File: src/nfc_pkg.sv
// ----------------------------------------------------------------------------
// nfc_pkg: shared types and constants for the NMEA frame checker
// Byte codes, report codes, the frame state and the per-word result.
// ----------------------------------------------------------------------------
`default_nettype none

package nfc_pkg;

    localparam int unsigned LEN_W = 7;
    localparam int unsigned SUM_W = 8;

    localparam logic [7:0]       CH_START       = 8'h24;
    localparam logic [7:0]       CH_STAR        = 8'h2A;
    localparam logic [LEN_W-1:0] LEN_MAX        = 7'd127;
    localparam logic [LEN_W-1:0] MAX_LENGTH_RST = 7'd100;

    localparam logic [1:0] ST_NONE     = 2'd0;
    localparam logic [1:0] ST_GOOD     = 2'd1;
    localparam logic [1:0] ST_BAD_SUM  = 2'd2;
    localparam logic [1:0] ST_TOO_LONG = 2'd3;

    typedef enum logic [3:0] {
        PH_HUNT = 4'b0001,
        PH_BODY = 4'b0010,
        PH_DIG1 = 4'b0100,
        PH_DIG2 = 4'b1000
    } phase_t;

    typedef struct packed {
        phase_t            phase;
        logic [SUM_W-1:0]  sum;
        logic [LEN_W-1:0]  len;
        logic [3:0]        first_digit;
        logic              first_ok;
    } frame_state_t;

    typedef struct packed {
        logic [1:0]        status;
        logic [SUM_W-1:0]  sum;
        logic [LEN_W-1:0]  len;
    } frame_result_t;

endpackage

`default_nettype wire

File: src/nfc_parse.sv
// ----------------------------------------------------------------------------
// nfc_parse: per-word frame parser
// Next frame state and report for one received word, from the current state.
// ----------------------------------------------------------------------------
`default_nettype none

module nfc_parse (
    input  wire nfc_pkg::frame_state_t          cur,
    input  wire logic [7:0]                     byte_in,
    input  wire logic [nfc_pkg::LEN_W-1:0]      max_length,
    output nfc_pkg::frame_state_t               nxt,
    output nfc_pkg::frame_result_t              res
);

    // {valid, value}
    function automatic logic [4:0] hex_value(input logic [7:0] c);
        logic [7:0] d;
        begin
            d = 8'h00;
            if (c >= 8'h30 && c <= 8'h39) begin
                d = c - 8'h30;
                hex_value = {1'b1, d[3:0]};
            end else if (c >= 8'h41 && c <= 8'h46) begin
                d = c - 8'h37;
                hex_value = {1'b1, d[3:0]};
            end else if (c >= 8'h61 && c <= 8'h66) begin
                d = c - 8'h57;
                hex_value = {1'b1, d[3:0]};
            end else begin
                hex_value = 5'b0_0000;
            end
        end
    endfunction

    logic [nfc_pkg::LEN_W-1:0] len_inc;
    logic [4:0]                hex;
    logic [7:0]                expected;
    logic                      end_frame;

    assign len_inc = (cur.len == nfc_pkg::LEN_MAX) ? nfc_pkg::LEN_MAX
                                                   : cur.len + 7'd1;
    assign hex     = hex_value(byte_in);
    assign expected = (hex[4] && cur.first_ok) ? {cur.first_digit, hex[3:0]} : 8'h00;

    always_comb begin
        nxt        = cur;
        res.status = nfc_pkg::ST_NONE;
        end_frame  = 1'b0;
        unique case (cur.phase)
            nfc_pkg::PH_BODY: begin
                if (byte_in == nfc_pkg::CH_START) begin
                    nxt.sum = '0;
                    nxt.len = 7'd1;
                end else if (byte_in == nfc_pkg::CH_STAR) begin
                    nxt.len   = len_inc;
                    nxt.phase = nfc_pkg::PH_DIG1;
                end else begin
                    nxt.len = len_inc;
                    nxt.sum = cur.sum ^ byte_in;
                    if (len_inc > max_length) begin
                        res.status = nfc_pkg::ST_TOO_LONG;
                        end_frame  = 1'b1;
                    end
                end
            end
            nfc_pkg::PH_DIG1: begin
                nxt.first_ok    = hex[4];
                nxt.first_digit = hex[3:0];
                nxt.len         = len_inc;
                nxt.phase       = nfc_pkg::PH_DIG2;
            end
            nfc_pkg::PH_DIG2: begin
                nxt.len    = len_inc;
                res.status = (expected == cur.sum) ? nfc_pkg::ST_GOOD : nfc_pkg::ST_BAD_SUM;
                end_frame  = 1'b1;
            end
            default: begin
                nxt.phase = nfc_pkg::PH_HUNT;
                if (byte_in == nfc_pkg::CH_START) begin
                    nxt.phase = nfc_pkg::PH_BODY;
                    nxt.sum   = '0;
                    nxt.len   = 7'd1;
                end
            end
        endcase
        res.sum = nxt.sum;
        res.len = nxt.len;
        if (end_frame) begin
            nxt.phase       = nfc_pkg::PH_HUNT;
            nxt.sum         = '0;
            nxt.len         = '0;
            nxt.first_digit = 4'h0;
            nxt.first_ok    = 1'b0;
        end
    end

endmodule

`default_nettype wire

File: config.mk
export PLATFORM = sky130hd
export DESIGN_NAME = nfc_parse
export DESIGN_NICKNAME = d
export VERILOG_FILES = /design/src/nfc_pkg.sv /design/src/nfc_parse.sv
export SDC_FILE = /design/constraint.sdc
export NUM_CORES = 1
export LEC_CHECK = 0
export BUFFER_PORTS_ARGS = -buffer_cell sky130_fd_sc_hd__buf_2
export CORE_ASPECT_RATIO = 0.9
export CORE_UTILIZATION = 35
export DETAILED_ROUTE_END_ITERATION = 12
export GPL_TIMING_DRIVEN = 0
export PLACE_DENSITY = 0.69
export SLEW_MARGIN = 30
export SYNTH_ARGS = -nofsm -noshare
export SYNTH_HDL_FRONTEND = slang
export SYNTH_SLANG_ARGS = --single-unit
File: constraint.sdc
create_clock -name vclk -period 3.6
set_input_delay 0.18 -clock vclk [all_inputs]
set_output_delay 0.18 -clock vclk [all_outputs]
set_load 0.01 [all_outputs]
==> results of run 1 <==
[cells in the final DEF, fill, tap and decap left out, types with 6 or more instances in the layout]
| cell type | n |
|---|---|
| nand2_1 | 22 |
| nor2b_1 | 13 |
| nand3_1 | 7 |
| buf_2 | 82 |
| o21ai_0 | 17 |
| a21oi_1 | 15 |
| nor2_1 | 19 |
| ha_1 | 13 |
| inv_1 | 12 |
| xnor2_1 | 6 |
| or3_1 | 6 |
[worst min path at each step]
stage / startpoint / end / depth (start not counted)
3_5_place_dp: cur[15] / res[10] / 3
5_1_grt: cur[15] / res[10] / 3
2_1_floorplan: cur[15] / res[10] / 1
4_1_cts: cur[15] / res[10] / 3
6_report: cur[10] / res[5] / 3
3_3_place_gp: cur[10] / res[5] / 3
[area by class of cell]
class	count	area [sq um]	area share, %
tap	46	57.6	3.12
timing repair buffer	80	400	21.7
buffer	5	25.0	1.36
multi-input combinational	194	1320	71.4
inverter	12	45.0	2.44
[synthesized netlist by cell type (all sizes together), types with 2 or more instances]
master   instances
or4              2
nand3            7
o31a             2
nor3             5
or4b             4
nand4            2
o21ai           20
nor2b           13
o2111ai          2
and3             4
and3b            2
clkbuf           2
nand2b           5
a21oi           16
nor3b            2
nand2           22
o31ai            3
a31oi            2
o21bai           2
inv             12
ha              13
a311oi           2
a22o             5
a211oi           4
nor4b            3
nor2            19
or3              6
o211ai           3
o2bb2ai          2
buf              3
xnor2            6
[per-layer routing]
metal | up-vias | global-route usage (%) | part of all wire [%]
li1 | 967 | - | -
met1 | 867 | 31.5 | 49
met2 | 62 | 34.0 | 46
met3 | 0 | 0.370 | 5.5
met4 | 0 | 0 | 0
met5 | - | 0 | 0
[cell families (layout without fill, tap and decap cells)]
kind of cell | after synthesis | count (layout)
simple gates | 102 | 102
fa+ha+maj | 13 | 13
buf+inv | 17 | 97
xor+xnor | 7 | 7
compound gates | 72 | 72
[power by group through the flow]
stage          Sequential, mW  Clock [mW]  Combinational, mW
2_1_floorplan               0           0              0.129
3_3_place_gp                0           0              0.221
3_5_place_dp                0           0              0.223
4_1_cts                     0           0              0.224
5_1_grt                     0           0              0.252
6_report                    0           0              0.225
[metrics by stage]
| stage | setup slack [ps] | hold slack [ps] |
|---|---|---|
| floorplan | 795 | 457 |
| global placement | 256 | 719 |
| detailed placement | 225 | 718 |
| CTS | 219 | 721 |
| global route | 116 | 747 |
| finish | 320 | 723 |
==> PnR_summary.wiki, run 1 <==
{| class="wikitable"
! Metric !! Value
|-
| Yosys warning count || 0
|-
| Adder and majority cell fraction of the synthesized area || 11.8%
|-
| Vias in the first global route || 1477
|-
| Die Height || 61.7 microns
|-
| Highest-delay cell along the critical path || o31ai_2
|-
| Switching Power || 127 uW
|-
| Cell leakage power || 0.891 nW
|-
| Detailed-route via count || 1896
|-
| Max frequency || 305 MHz
|-
| Buffers and inverters on the worst path || 3
|-
| Initial Utilization || 36.8%
|-
| Sw frac || 56.6%
|-
| Placed wire-length estimate || 3.78 mm
|-
| Hold crit path type || primary input to output port
|-
| Number of setup buffers added after CTS || 0
|-
| Register area || 0 sq um
|-
| Maximum number of pins on one net before global-route repair || 11
|-
| Number of nets produced by synthesis || 263
|-
| Boundary pin count || 80
|-
| Category of the worst setup path capture point || output port
|-
| RSZ-0062 raised after global routing || no
|-
| Number of sequential cells in the layout || 0
|-
| Crit path required time || 3420 ps
|-
| Synth Area in Compound Gates || 36.7%
|-
| Class of the most critical setup path || primary input to output port
|-
| Combinational fraction of design power || 100.0%
|-
| Global router's overall resource usage || 20.7%
|-
| Remaining antenna violation count || 0
|-
| Area delta synth->final || 33.5%
|-
| Final core utilization || 49.2%
|-
| Largest family of logic cells by synthesized area || simple AND/OR/NAND/NOR gates
|-
| Hold Buf Count CTS || 0
|-
| Register share of total power || 0%
|-
| Post-synthesis instance total || 211
|-
| Fraction of power consumed by the clock network || 0%
|-
| Final non-filler cell total || 337
|-
| Clock period minus worst slack || 3280 ps
|-
| Count of endpoints failing setup in the final report || 0
|-
| Fill cell instance count of the final layout || 378
|-
| Via/cell ratio || 5.63
|-
| Run status || finished, final reports clean
|-
| Global-route wire length before repair || 6.78 mm
|-
| Synth top area cells || ha_1 12%, o21ai_0 6.1%, nand2_1 6.0%, nor2b_1 5.9%, a21oi_1 5.4%
|-
| Clock Buffer Count || 0
|-
| Final wirelength || 4.49 mm
|-
| Fin Setup TNS || 0 ps
|-
| Peak ir drop on the vdd network || 0.0445 mV
|-
| Net count of the finished layout || 345
|-
| Number of logic stages on the critical path including buffering || 15
|-
| Design internal power || 97.6 uW
|-
| Cell taking the most area after synthesis || ha_1
|-
| Avg WL per Cell || 13.3 microns
|-
| Total power of the final layout || 225 uW
|-
| Proportion of layout cells with a drive suffix above 1 || 33.7%
|-
| Post-synthesis mux area share || 0%
|-
| Family with the most delay on the worst path || simple AND/OR/NAND/NOR gates
|-
| Number of port buffers || 80
|-
| DRC violation total after the first TritonRoute iteration || 99
|-
| Simple logic cell fraction of the synthesized area || 42.0%
|-
| Arrival time at the worst endpoint || 3100 ps
|-
| Cell repeated most along the worst path || buf_2
|-
| Count of unique library cells instantiated by Yosys || 55
|-
| Cells along the critical path || buf_2, ha_1, and3_1, and3_1, nand2_1, nand2b_1, ha_1, nor2b_1, o211ai_1, a21o_1, o31ai_2, buf_2, nand2_1, o31ai_1, buf_2
|-
| Worst setup path start || cur[5]
|-
| Pwr per Cell Area || 122 nW/um^2
|-
| Number of detailed-route iterations in the first pass || 4
|-
| Period Utilization, post-route || 91.1%
|-
| Final global-route overflow total || 0
|-
| Area fraction of the dominant cell type after synthesis || 11.8%
|-
| Number of antenna violations at the first check in global routing || 0
|-
| Non-Filler Cell Area, Final || 1850 sq um
|-
| Placeable Area || 3760 sq um
|-
| Number of resized instances in the post-cts repair step || 0
|-
| Total cell area at the placement stage || 1840 sq um
|-
| Worst setup path endpoint || res[15]
|-
| Number of remaining DRC errors || 0
|-
| Slew at the pin closest to its max-slew limit || 617 ps
|-
| Cell area after synthesis || 1380 sq um
|-
| Global placement routability congestion || 0.937
|-
| Cell Rows || 21
|-
| XOR/XNOR share of the synthesized area || 4.43%
|-
| Width of the die || 68.3 microns
|-
| Post-synthesis sequential area ratio || 0%
|-
| Synth Area per Inst || 6.56 sq um
|-
| Max Transition Viols Final || 0
|-
| Antenna diodes || 0
|-
| Highest fanout seen on the critical path || 10
|-
| Reported max-cap violation count || 0
|-
| Largest stage delay on the critical path || 310 ps
|-
| Max-slew headroom || 58.5%
|-
| Total placed cells including tap cells || 337
|-
| Floorplan die area || 4210 sq um
|-
| Type of element launching the critical path || primary input
|-
| Count of endpoints failing hold in the final timing report || 0
|}
No activity file was read; power rests on OpenSTA's default activity.
==> inputs of run 2 (changes only) <==
--- a/config.mk
+++ b/config.mk
@@ -6,7 +6,7 @@
 export NUM_CORES = 1
 export LEC_CHECK = 0
 export BUFFER_PORTS_ARGS = -buffer_cell sky130_fd_sc_hd__buf_2
-export CORE_ASPECT_RATIO = 0.9
+export CORE_ASPECT_RATIO = 1.25
 export CORE_UTILIZATION = 35
 export DETAILED_ROUTE_END_ITERATION = 12
 export GPL_TIMING_DRIVEN = 0
==> run 2 against run 1 <==
Compared with the run above:
- total power increased by 0.78%
- critical path depth unchanged
- global-route usage increased by 0.076 points
- critical path type unchanged
==> PnR_summary.wiki, run 2 (synthesis gave the netlist of run 1 again) <==
{| class="wikitable"
! Metric !! Value
|-
| Count of endpoints failing setup in the final report || 0
|-
| Max Transition Viols Final || 0
|-
| Slew at the pin closest to its max-slew limit || 591 ps
|-
| Top library cells by usage in the layout, fill and taps aside || 82 x buf_2, 22 x nand2_1, 19 x nor2_1
|-
| Final wirelength || 4.56 mm
|-
| Global Route met1 Usage || 27.1%
|-
| Floorplan die area || 4210 sq um
|-
| Register share of total power || 0%
|-
| Final core utilization || 49.1%
|-
| Final global-route overflow total || 0
|-
| Vias in the first global route || 1607
|-
| Number of sequential cells in the layout || 0
|-
| Hold Buf Count CTS || 0
|-
| Area delta synth->final || 34.2%
|-
| Count of endpoints failing hold in the final timing report || 0
|-
| Period Utilization, post-route || 93.7%
|-
| Peak ir drop on the vdd network || 0.0534 mV
|-
| Number of antenna violations at the first check in global routing || 0
|-
| Max frequency || 297 MHz
|-
| Max-slew headroom || 60.3%
|-
| Boundary pin count || 80
|-
| Placeable Area || 3780 sq um
|-
| Class of the most critical setup path || primary input to output port
|-
| Pwr per Cell Area || 122 nW/um^2
|-
| Clock period minus worst slack || 3370 ps
|-
| Placed wire-length estimate || 3.83 mm
|-
| Clock Buffer Count || 0
|-
| RSZ-0062 raised after global routing || no
|-
| Type of element launching the critical path || primary input
|-
| Sw frac || 56.9%
|-
| Remaining antenna violation count || 0
|-
| Number of remaining DRC errors || 0
|-
| Combinational fraction of design power || 100.0%
|-
| Crit path required time || 3420 ps
|-
| Most congested layer reported by global routing || met2
|-
| Cell leakage power || 0.891 nW
|-
| Avg WL per Cell || 13.2 microns
|-
| Global placement routability congestion || 0.890
|-
| Grt met3 use || 0.535%
|-
| Hold path endpoint || res[10]
|-
| Design internal power || 97.7 uW
|-
| Category of the worst setup path capture point || output port
|-
| Via/cell ratio || 5.51
|-
| Global-route wire length before repair || 7.18 mm
|-
| Cell Rows || 25
|-
| Cell count of the worst hold path || 3
|-
| Total power of the final layout || 227 uW
|-
| Reported max-cap violation count || 0
|-
| Width of the die || 58.2 microns
|-
| Largest stage delay on the critical path || 340 ps
|-
| Number of setup buffers added after CTS || 0
|-
| DRC violation total after the first TritonRoute iteration || 100
|-
| Net count of the finished layout || 345
|-
| Antenna diodes || 0
|-
| Proportion of layout cells with a drive suffix above 1 || 33.7%
|-
| Run status || finished, final reports clean
|-
| Highest fanout seen on the critical path || 10
|-
| Initial Utilization || 36.6%
|-
| Arrival time at the worst endpoint || 3190 ps
|-
| Number of resized instances in the post-cts repair step || 0
|-
| Detailed-route via count || 1902
|-
| Fin Setup TNS || 0 ps
|-
| Maximum number of pins on one net before global-route repair || 11
|-
| Total cell area at the placement stage || 1850 sq um
|-
| Global router's overall resource usage || 20.7%
|-
| Hold crit path type || primary input to output port
|-
| Number of detailed-route iterations in the first pass || 4
|-
| Switching Power || 129 uW
|-
| Routing usage on met2 || 38.6%
|-
| Most frequent standard cell in the layout excluding fill and tap cells || buf_2
|-
| Cells along the critical path || buf_2, ha_1, and3_1, and3_1, nand2_1, nand2b_1, ha_1, nor2b_1, o211ai_1, a21o_1, o31ai_2, buf_2, nand2_1, o31ai_1, buf_2
|-
| Non-Filler Cell Area, Final || 1860 sq um
|-
| Fraction of power consumed by the clock network || 0%
|-
| Register area || 0 sq um
|-
| Number of port buffers || 80
|-
| Cell repeated most along the worst path || buf_2
|-
| Die Height || 72.3 microns
|-
| Min-delay src || cur[15]
|-
| Highest-delay cell along the critical path || o31ai_2
|}
-- run 2: cell counts in the layout (fill, tap and decap cells not counted) --
No cell type changed its count.
-- run 2: area by class of cell --
type | instances | area (sq um)
timing repair buffer | 80 | 400
buffer | 5 | 25.0
tap | 54 | 67.6
fill | 398 | 1930
multi-input combinational | 194 | 1320
inverter | 12 | 45.0
-- run 2: routing by layer --
| layer | vias up | wire length, microns |
|---|---|---|
| li1 | 955 | - |
| met1 | 866 | 1990 |
| met2 | 77 | 2220 |
| met3 | 4 | 304 |
| met4 | 0 | 45 |
| met5 | - | 0 |
-- run 2: worst max path at each step --
stage,startpoint,slack (ps),depth (start not counted),endpoint
finish,cur[5],230,15,res[15]
global route,cur[5],20,15,res[15]
CTS,cur[5],150,15,res[15]
detailed placement,cur[5],170,15,res[15]
global placement,cur[5],170,15,res[15]
floorplan,cur[5],800,13,res[15]
-- run 2: power by group through the flow --
| stage | Combinational [mW] | Sequential, mW | Clock (mW) |
|---|---|---|---|
| CTS | 0.225 | 0 | 0 |
| detailed placement | 0.224 | 0 | 0 |
| finish | 0.227 | 0 | 0 |
| floorplan | 0.129 | 0 | 0 |
| global route | 0.252 | 0 | 0 |
| global placement | 0.221 | 0 | 0 |
-- run 2: metrics by stage --
step / worst slack (ps) / instances / hold WS, ps
2_1_floorplan: 795 / 211 / 457
3_3_place_gp: 168 / 345 / 700
3_5_place_dp: 167 / 345 / 709
4_1_cts: 153 / 345 / 712
5_1_grt: 19.8 / 345 / 747
6_report: 229 / 345 / 715
-- run 2: worst max-delay path, delay by kind of cell --
kind / cells / cell delay (ps)
AO/OA/AOI/OAI: 4 / 890
adder cells (fa/ha/maj): 2 / 550
buffers and inverters: 3 / 620
AND/OR/NAND/NOR: 6 / 960
